<file path="config.mk">
export PLATFORM = sky130hd
export DESIGN_NAME = gpio_port_register_block
export DESIGN_NICKNAME = d
export VERILOG_FILES = /design/src/rtl/gprb_pkg.sv /design/src/rtl/gprb_bank.sv /design/src/rtl/gprb_access.sv /design/src/rtl/gpio_port_register_block.sv
export SDC_FILE = /design/constraint.sdc
export NUM_CORES = 1
export LEC_CHECK = 0
export CORE_UTILIZATION = 30
export DETAILED_ROUTE_END_ITERATION = 7
export DONT_BUFFER_PORTS = 1
export PLACE_DENSITY = 0.45
export SLEW_MARGIN = 20
export SYNTH_ARGS = -nofsm -noshare
export SYNTH_HDL_FRONTEND = slang
export SYNTH_SLANG_ARGS = --single-unit
</file>
<file path="constraint.sdc">
create_clock -name clk -period 5.3 [get_ports clk]
set_input_delay 0.53 -clock clk [delete_from_list [all_inputs] [get_ports clk]]
set_output_delay 0.53 -clock clk [all_outputs]
set_load 0.02 [all_outputs]
</file>
<file path="src/rtl/gprb_pkg.sv">
// gprb_pkg: shared types and constants for the gpio port register block
// no dependencies; imported by every module in rtl/

package gprb_pkg;

  localparam int NUM_PORTS  = 15;
  localparam int PORT_IDX_W = (NUM_PORTS > 1) ? $clog2(NUM_PORTS) : 1;

  typedef enum logic [2:0] {
    GRP_DIR  = 3'd0,
    GRP_DATA = 3'd1,
    GRP_PIN  = 3'd2,
    GRP_ICTL = 3'd3,
    GRP_OD   = 3'd4
  } group_t;

  typedef enum logic [1:0] {
    ST_OK       = 2'd0,
    ST_RO       = 2'd1,
    ST_UNMAPPED = 2'd2
  } status_t;

  typedef struct packed {
    logic       command;
    logic [7:0] offset;
    logic [7:0] write_data;
    logic [7:0] pin_levels;
  } request_t;

  typedef struct packed {
    logic [7:0] read_data;
    logic [3:0] port_index;
    logic [7:0] drive_enable;
    logic [7:0] drive_high;
    logic [1:0] status;
  } result_t;

  typedef struct packed {
    logic [7:0] dir;
    logic [7:0] data;
    logic [7:0] ictl;
    logic [7:0] od;
  } port_view_t;

  typedef struct packed {
    logic                  en;
    group_t                group;
    logic [PORT_IDX_W-1:0] idx;
    logic [7:0]            data;
  } bank_wr_t;

endpackage

</file>
<file path="src/rtl/gprb_bank.sv">
// gprb_bank: per-port direction, data, input control and open-drain registers
// depends on gprb_pkg; one write port, one combinational read port

module gprb_bank
  import gprb_pkg::*;
(
  input  logic                  clk,
  input  logic                  rst,
  input  bank_wr_t              wr,
  input  logic [PORT_IDX_W-1:0] rd_idx,
  output port_view_t            view
);

  logic [7:0] dir_regs  [NUM_PORTS];
  logic [7:0] data_regs [NUM_PORTS];
  logic [7:0] ictl_regs [NUM_PORTS];
  logic [7:0] od_regs   [NUM_PORTS];

  always_ff @(posedge clk) begin
    if (rst) begin
      for (int i = 0; i < NUM_PORTS; i++) begin
        dir_regs[i]  <= '0;
        data_regs[i] <= '0;
        ictl_regs[i] <= '0;
        od_regs[i]   <= '0;
      end
    end else if (wr.en) begin
      unique case (wr.group)
        GRP_DIR:  dir_regs[wr.idx]  <= wr.data;
        GRP_DATA: data_regs[wr.idx] <= wr.data;
        GRP_ICTL: ictl_regs[wr.idx] <= wr.data;
        GRP_OD:   od_regs[wr.idx]   <= wr.data;
        default: ;
      endcase
    end
  end

  assign view.dir  = dir_regs[rd_idx];
  assign view.data = data_regs[rd_idx];
  assign view.ictl = ictl_regs[rd_idx];
  assign view.od   = od_regs[rd_idx];

endmodule

</file>
<file path="src/rtl/gprb_access.sv">
// gprb_access: offset decode, read mux, write request and pin drive logic
// depends on gprb_pkg; purely combinational, sits between the two registers

module gprb_access
  import gprb_pkg::*;
(
  input  request_t              req,
  input  logic                  fire,
  input  port_view_t            view,
  output logic [PORT_IDX_W-1:0] rd_idx,
  output bank_wr_t              wr,
  output result_t               res
);

  logic [2:0] group_raw;
  group_t     group;
  logic [4:0] port;
  logic       unmapped;
  logic [7:0] dir_new;
  logic [7:0] data_new;
  logic [7:0] od_new;
  logic [7:0] enable;
  logic [7:0] rdata;
  logic       ro_write;

  assign group_raw = req.offset[7:5];
  assign group     = group_t'(group_raw);
  assign port      = req.offset[4:0];
  assign unmapped  = (group_raw > GRP_OD) || ({1'b0, port} >= 6'(NUM_PORTS));
  assign rd_idx    = port[PORT_IDX_W-1:0];
  assign ro_write  = req.command && (group == GRP_PIN);

  assign wr.en    = fire && req.command && !unmapped && (group != GRP_PIN);
  assign wr.group = group;
  assign wr.idx   = rd_idx;
  assign wr.data  = req.write_data;

  // drive reflects this transaction's own write
  assign dir_new  = (req.command && group == GRP_DIR)  ? req.write_data : view.dir;
  assign data_new = (req.command && group == GRP_DATA) ? req.write_data : view.data;
  assign od_new   = (req.command && group == GRP_OD)   ? req.write_data : view.od;
  assign enable   = dir_new & ~(data_new & od_new);

  always_comb begin
    unique case (group)
      GRP_DIR:  rdata = view.dir;
      GRP_DATA: rdata = view.data;
      GRP_PIN:  rdata = req.pin_levels;
      GRP_ICTL: rdata = view.ictl;
      GRP_OD:   rdata = view.od;
      default:  rdata = '0;
    endcase
  end

  always_comb begin
    if (unmapped) begin
      res = '0;
      res.status = ST_UNMAPPED;
    end else begin
      res.read_data    = req.command ? 8'h00 : rdata;
      res.port_index   = port[3:0];
      res.drive_enable = enable;
      res.drive_high   = data_new & enable;
      res.status       = ro_write ? ST_RO : ST_OK;
    end
  end

endmodule

</file>
<file path="src/rtl/gpio_port_register_block.sv">
// gpio_port_register_block: top level, input register, output register, handshake
// depends on gprb_pkg, gprb_bank and gprb_access
//
//   channel | valid     | stall     | payload
//   --------+-----------+-----------+-----------------
//   request | req_valid | req_stall | req (request_t)
//   result  | rsp_valid | rsp_stall | rsp (result_t)
//
// one transaction per cycle unless stalled; result passes through both registers
// register writes land at the same edge the result is registered
// rst is synchronous and clears all port registers to zero
// a stalled result holds the input register, which then raises req_stall

module gpio_port_register_block
  import gprb_pkg::*;
(
  input  logic     clk,
  input  logic     rst,
  input  logic     req_valid,
  output logic     req_stall,
  input  request_t req,
  output logic     rsp_valid,
  input  logic     rsp_stall,
  output result_t  rsp
);

  logic                  stage_valid;
  request_t              stage;
  logic                  out_free;
  logic                  fire;
  logic [PORT_IDX_W-1:0] rd_idx;
  bank_wr_t              wr;
  port_view_t            view;
  result_t               res;

  assign out_free  = !rsp_valid || !rsp_stall;
  assign fire      = stage_valid && out_free;
  assign req_stall = stage_valid && !out_free;

  always_ff @(posedge clk) begin
    if (rst) begin
      stage_valid <= 1'b0;
    end else if (!req_stall) begin
      stage_valid <= req_valid;
    end
  end

  always_ff @(posedge clk) begin
    if (req_valid && !req_stall) begin
      stage <= req;
    end
  end

  always_ff @(posedge clk) begin
    if (rst) begin
      rsp_valid <= 1'b0;
    end else if (out_free) begin
      rsp_valid <= stage_valid;
    end
  end

  always_ff @(posedge clk) begin
    if (fire) begin
      rsp <= res;
    end
  end

  gprb_bank u_bank (
    .clk    (clk),
    .rst    (rst),
    .wr     (wr),
    .rd_idx (rd_idx),
    .view   (view)
  );

  gprb_access u_access (
    .req    (stage),
    .fire   (fire),
    .view   (view),
    .rd_idx (rd_idx),
    .wr     (wr),
    .res    (res)
  );

endmodule

</file>
==> summary.md, run 1 <==
| Metric | Value |
|---|---|
| Status | finished clean |
| Top-area cell type share of the netlist area | 65.6% |
| Worst skew pair latency | 0.61 ns |
| Vias post-DR | 14.2k |
| Layout area overhead | 14.7% |
| PD cells | 360 nW/um^2 |
| Leading area contributor after synthesis | edfxtp_1 |
| Global Route Usage Sum | 17.8% |
| Vias per inst | 4.86 |
| Crit Path Class | reg2reg |
| CP endpoint kind | flop |
| Final core occ | 34.9% |
| DR DRC count | 0 |
| Worst Hold Class | in2reg |
| Worst EP required | 5.59 ns |
| R2r setup slk | 1.49 ns |
| Largest cells by area after synthesis | edfxtp_1 66%, and2_1 12%, mux4_2 11% |
| Distinct cells, synth | 39 |
| Mapped Avg Cell Area | 15.4 um^2 |
| TritonCTS clock tree | done |
| Initial antenna violation count | 2 |
| Peak Freq | 263 MHz |
| Total core area | 85400 um^2 |
| Worst r2r src | stage[22] |
| Die W | 296 um |
| Actual slew at the worst max-slew pin | 1.07 ns |
| HP Start | req[17] |
| Max_slew headroom | 28.3% |
| # port buffers | 0 |
| Post-layout minimum cycle time | 3.81 ns |
| Total Routed Length | 76.8 mm |
| Final ANT Viol Nets | 0 |
| Clock sinks | 573 |
| Fill cell count | 8290 |
| Die Area | 87700 um^2 |
| Clock root buffer | clkbuf_16 |
| Final instance area | 29800 um^2 |
| RePlAce Congestion | 0.812 |
| CP max FO | 15 |
| Async set or reset register ratio after synthesis | 0% |
| Initial Utilization | 30.4% |
| Vias in the first global route | 14.5k |
| EDFF count, synth | 567 |
| Antenna cells | 0 |
| Worst-path clk slew | 0.06 ns |
| WL/cell | 26.3 um |
| Final period utilization | 71.8% |
| Share of post-route cells with drive strength above 1 | 21.6% |
| Max_cap viols | 0 |
| Final Hold Fails | 0 |
| GR Overflow Total | 0 |
| Sequential-to-total area share from yosys stat | 66.0% |
| CTS H-tree lvls | 3 |
| Ys flop type | edfxtp_1 |
| Unrepaired setup endpoints after global routing | false |
| Cell with the most instances after synthesis | edfxtp_1 |
| Area after DPL | 27300 um^2 |
| Chip height | 296 um |
| Largest net degree at the start of global routing | 68 |
| Dpl hpwl | 50.3 mm |
| Peak VDD IR | 283 uV |
| #FFs+latches synth | 573 |
| CTS Buffer Depth | 3 |
| Fin nets | 1749 |
| Final clock skew | 0.0345 ns |
| Most frequent cells after synthesis | 567 x edfxtp_1, 486 x and2_1, 128 x mux4_2 |
| Crit path launch | stage[22] |
| Cell Rows | 107 |
| DRT Pass-1 Iters | 6 |
| Slew Limit Fails | 0 |
| Setup TNS | 0 ns |
| Total CTS buffers | 69 |
| I/O pin count | 61 |
| Startpoint types | flop |
| Synth Warn # | 0 |
| Mapped Cells | 1681 |
| Static Leak | 10.5 nW |
| Initial drt markers | 1448 |
| Power, Total | 10.7 mW |
| Worst EP arrival | 4.09 ns |
| Endpoints failing setup | 0 |
| First-pass GRT wire length | 110 mm |
| Mapped Area | 26000 um^2 |
## logic make-up after synthesis
| group | Yosys count | synth area share [%] |
|---|---|---|
| AOI/OAI and AO/OA | 93 | 2.52 |
| buffers and inverters | 124 | 2.08 |
| DFF | 573 | 66.0 |
| muxes | 168 | 12.7 |
| other | 1 | 0.0144 |
| and+or+nand+nor | 722 | 16.6 |
## sequential cells by signal, indices dropped and copies added, names as in the netlist, named ones only
name	flops
rsp_valid	1
u_bank.data_regs	128
u_bank.od_regs	128
u_bank.ictl_regs	128
stage	25
stage_valid	1
u_bank.dir_regs	128
rsp	30
## cells in the final DEF (no fill, tap or decap), types with 26 or more instances in the layout
cell type / n
edfxtp_1: 567
and2_1: 486
mux4_2: 128
clkbuf_16: 73
or2_2: 61
nand2_1: 51
nor2_1: 50
a22oi_1: 40
conb_1: 32
nor2_2: 31
buf_4: 27
dlygate4sd3_1: 26
## final cells by class
class	instances	area (um^2)	share of cell area, %
clock buffer	88	1890	6.36
clock inverter	37	329	1.11
inverter	5	18.8	0.0630
multi-input combinational	1015	8430	28.3
sequential	573	17200	57.6
tap	1144	1430	4.81
timing repair buffer	56	523	1.76
## metrics by stage
stage               worst slack [ns]  hold slack (ns)  cells
global route                    1.40           0.0571   2918
floorplan                      0.752            0.452   1712
CTS                             1.58           0.0201   2918
detailed placement              1.59            0.502   2767
global placement                1.56            0.479   2767
finish                          1.49           0.0661   2918
## path summary, 6_finish.rpt
check,end,cells after the start
setup / recovery,u_bank.od_regs[2][4],5
hold / removal,flop,2
setup reg to reg,u_bank.od_regs[2][4],5
hold reg to reg,rsp_valid,2
## critical path, cell delays in order, from the launching register on
cell	delay, ns
edfxtp_1	0.54
or2_2	0.37
nor2_2	0.58
nand2_1	0.78
nor2_1	0.82
or2_2	0.37
## where the power goes
part	internal [mW]	switching, mW	leakage [nW]	total (mW)
logic	0.297	0.465	3.53	0.762
clock network	2.77	1.90	1.09	4.68
registers	5.14	0.145	5.89	5.28
total	8.21	2.51	10.5	10.7
## repair_timing
| item | CTS | global route |
|---|---|---|
| resized for setup | 0 | 0 |
| hold buffers | 26 | 0 |
| setup buffers | 0 | 0 |
| endpoints found under the hold margin | 29 | 0 |
## routing by layer
metal	track usage, %	wire length (um)	vias to the layer above
li1	-	-	6272
met1	25.6	35500	7372
met2	27.2	34700	444
met3	3.66	5080	91
met4	4.69	1500	0
met5	0	0	-
Note: power is estimated with default switching activity, not from simulation.
==> inputs of run 2 (changes only) <==
ABC_AREA = 1   (was unset)
clock period = 3.65 ns   (was 5.3 ns; I/O delays follow)
==> run 2 against run 1 <==
The flow now finishes with violations (DRC). Final area up 2.4%. Sequential power up 45%. Clock skew down 0.015 ns. Synthesized cell count up 71%. Power up 47%. Sequential share of layout area down 1.4 points. Die area up 2.7%. Critical path depth up 4. Clock-buffer cell count down 13. Combinational power up 110%. Sequential cell count unchanged. Critical path type unchanged. Critical endpoint is now u_bank.od_regs[3][6].
==> summary.md, run 2 <==
| Metric | Value |
|---|---|
| Cell Rows | 109 |
| Commonest non-fill, non-tap cell in the layout | nand2_1 |
| Layout area overhead | 14.3% |
| Ys flop type | edfxtp_1 |
| DR DRC count | 1 |
| GR Overflow Total | 0 |
| Global Route Usage Sum | 19.0% |
| Power share of the combinational group | 10.2% |
| Total CTS buffers | 67 |
| Post-layout minimum cycle time | 2.92 ns |
| PD cells | 518 nW/um^2 |
| Largest family of logic cells by synthesized area | simple AND/OR/NAND/NOR gates |
| CP max FO | 16 |
| Mapped Cells | 2881 |
| Post-Synth Adder-Cell Area | 0% |
| EDFF count, synth | 567 |
| Largest net degree at the start of global routing | 183 |
| Static Leak | 12.7 nW |
| Sw Ratio | 26.0% |
| Total Routed Length | 86.1 mm |
| Chip height | 300 um |
| Final ANT Viol Nets | 0 |
| # port buffers | 0 |
| Final period utilization | 80.0% |
| Die W | 300 um |
| Synth Warn # | 0 |
| Internal | 11.7 mW |
| Status | finished, violations left |
| CTS H-tree lvls | 3 |
| Distinct cells, synth | 25 |
| WL/cell | 20.9 um |
| Worst Hold Class | in2reg |
| Most frequent cells after synthesis | 741 x nand2_1, 632 x nor2_1, 567 x edfxtp_1 |
| Vias in the first global route | 19.6k |
| Worst Slack Setup Final | 0.731 ns |
| Post-CTS Repair Setup Buffers | 0 |
| CP endpoint kind | flop |
| Synth Area in Simple Gates | 26.7% |
| Vias per inst | 4.81 |
| Fin nets | 2928 |
| Clock root buffer | clkbuf_16 |
| Crit Path Class | reg2reg |
| Top-area cell type share of the netlist area | 63.8% |
| Setup TNS | 0 ns |
| Cell with the most instances after synthesis | nand2_1 |
| Mapped Avg Cell Area | 9.26 um^2 |
| Total core area | 88200 um^2 |
| Net Switching | 4.12 mW |
| Sequential group share of total power | 48.4% |
| Share of post-route cells with drive strength above 1 | 7.67% |
| Max_slew headroom | 33.9% |
| Worst-path clk slew | 0.06 ns |
| Hold depth | 2 |
| Largest cells by area after synthesis | edfxtp_1 64%, nand2_1 10%, nor2_1 8.9% |
| Initial antenna violation count | 4 |
| Async set or reset register ratio after synthesis | 0% |
| CTS Buffer Depth | 3 |
| Mapped Area | 26700 um^2 |
| Actual slew at the worst max-slew pin | 0.992 ns |
| Final clock skew | 0.0198 ns |
| Initial Utilization | 30.2% |
| Endpoints failing setup | 0 |
| Power, Total | 15.8 mW |
| Place WS | 0.762 ns |
| RePlAce Congestion | 0.853 |
| Slew Limit Fails | 0 |
| Peak Freq | 343 MHz |
| #FFs+latches synth | 573 |
| DRT Pass-1 Iters | 8 |
| Peak VDD IR | 323 uV |
| Dpl hpwl | 56.3 mm |
| Failing checks | DRC |
| Compound-Gate Fraction of Synth Area | 2.27% |
| Mux cell area share after synthesis | 0% |
| Max_cap viols | 0 |
| CTS-repair resized insts | 0 |
| Clock sinks | 573 |
| Die Area | 90100 um^2 |
| Unrepaired setup endpoints after global routing | false |
| Most frequent cells in the layout | 741 x nand2_1, 628 x nor2_1, 567 x edfxtp_1 |
| Post-Synth XOR/XNOR Area | 0% |
| Worst R2R Path Depth | 9 |
| Startpoint types | flop |
| Initial drt markers | 1972 |
| Leading area contributor after synthesis | edfxtp_1 |
| Worst skew pair latency | 0.60 ns |
| Vias post-DR | 19.8k |
| Final Hold Fails | 0 |
| I/O pin count | 61 |
| First-pass GRT wire length | 126 mm |
| TritonCTS clock tree | done |
| Worst EP required | 3.91 ns |
| Worst EP arrival | 3.18 ns |
| Sequential-to-total area share from yosys stat | 64.3% |
| Fill cell count | 9114 |
| Clk pwr share | 41.4% |
run 2: changes by cell type after synthesis, moves of 31 or more:
cell | previous run | this run
nand2_1 | 51 | 741
nor2_1 | 50 | 632
and2_1 | 486 | 0
nand3_1 | 8 | 315
inv_1 | 4 | 269
mux4_2 | 128 | 0
or2_2 | 61 | 1
o21ai_0 | 0 | 56
nand2_2 | 0 | 41
a22oi_1 | 40 | 0
buf_2 | 13 | 44
run 2: path summary, 6_finish.rpt:
path	from	endpoint	slack [ns]
setup / recovery	stage[17]	u_bank.od_regs[3][6]	0.73
hold / removal	req[16]	flop	0.03
setup reg to reg	stage[17]	u_bank.od_regs[3][6]	0.73
hold reg to reg	stage_valid	rsp_valid	0.50
run 2: area by class of cell:
cell class | instances | area, um^2 | share of cell area (%)
sequential | 573 | 17200 | 56.3
antenna | 1 | 2.50 | 0.00821
tap | 1165 | 1460 | 4.78
inverter | 282 | 1070 | 3.51
clock buffer | 75 | 1750 | 5.74
multi-input combinational | 1890 | 7860 | 25.8
clock inverter | 40 | 358 | 1.17
timing repair buffer | 85 | 846 | 2.77
run 2: per-layer routing:
layer	vias to the layer above	part of all wire [%]	GRT usage, %
li1	9322	-	-
met1	9710	44	25.8
met2	606	47	30.9
met3	141	5.8	2.90
met4	4	3.1	6.18
met5	-	0.039	0
run 2: critical path, stage by stage (launching register included):
cell and delay (ns):
edfxtp_1 0.42, nand2_1 0.17, nor2_1 0.08, nor2_1 0.14
o21ai_2 0.22, nor2_2 0.15, nand2_2 0.15, nor2_4 0.53
nand2_1 0.35, nand2_1 0.36
run 2: power groups by stage:
stage                     clock [mW]  combinational (mW)  sequential [mW]
final                           6.54                1.62             7.65
after global routing            6.90                1.78             7.67
after CTS                       6.66                1.62             7.65
after detailed placement           0                1.59             7.79
after global placement             0                1.59             7.79
after floorplan                    0                1.00             7.71
run 2: cells by family (layout without fill, tap and decap cells):
kind of cell           after synthesis  count (layout)
other                                1              33
AOI/OAI and AO/OA                  111             111
DFF                                573             573
and+or+nand+nor                   1747            1747
buffers and inverters              449             482
run 2: per-stage QoR:
step	std cells	utilization [%]	instance area [um^2]	hold slack, ns
6_report	4111	34.6	30500	0.0272
5_1_grt	4111	34.6	30500	0.0231
4_1_cts	4110	34.6	30500	0.0312
3_5_place_dp	3967	31.8	28100	0.440
3_3_place_gp	3967	31.8	28100	0.438
2_1_floorplan	2912	-	26800	0.434
run 2: timing repair:
| item | 4_1_cts | 5_1_grt |
|---|---|---|
| hold buffers | 28 | 0 |
| setup endpoints to repair | 0 | 0 |
| endpoints found under the hold margin | 30 | 0 |
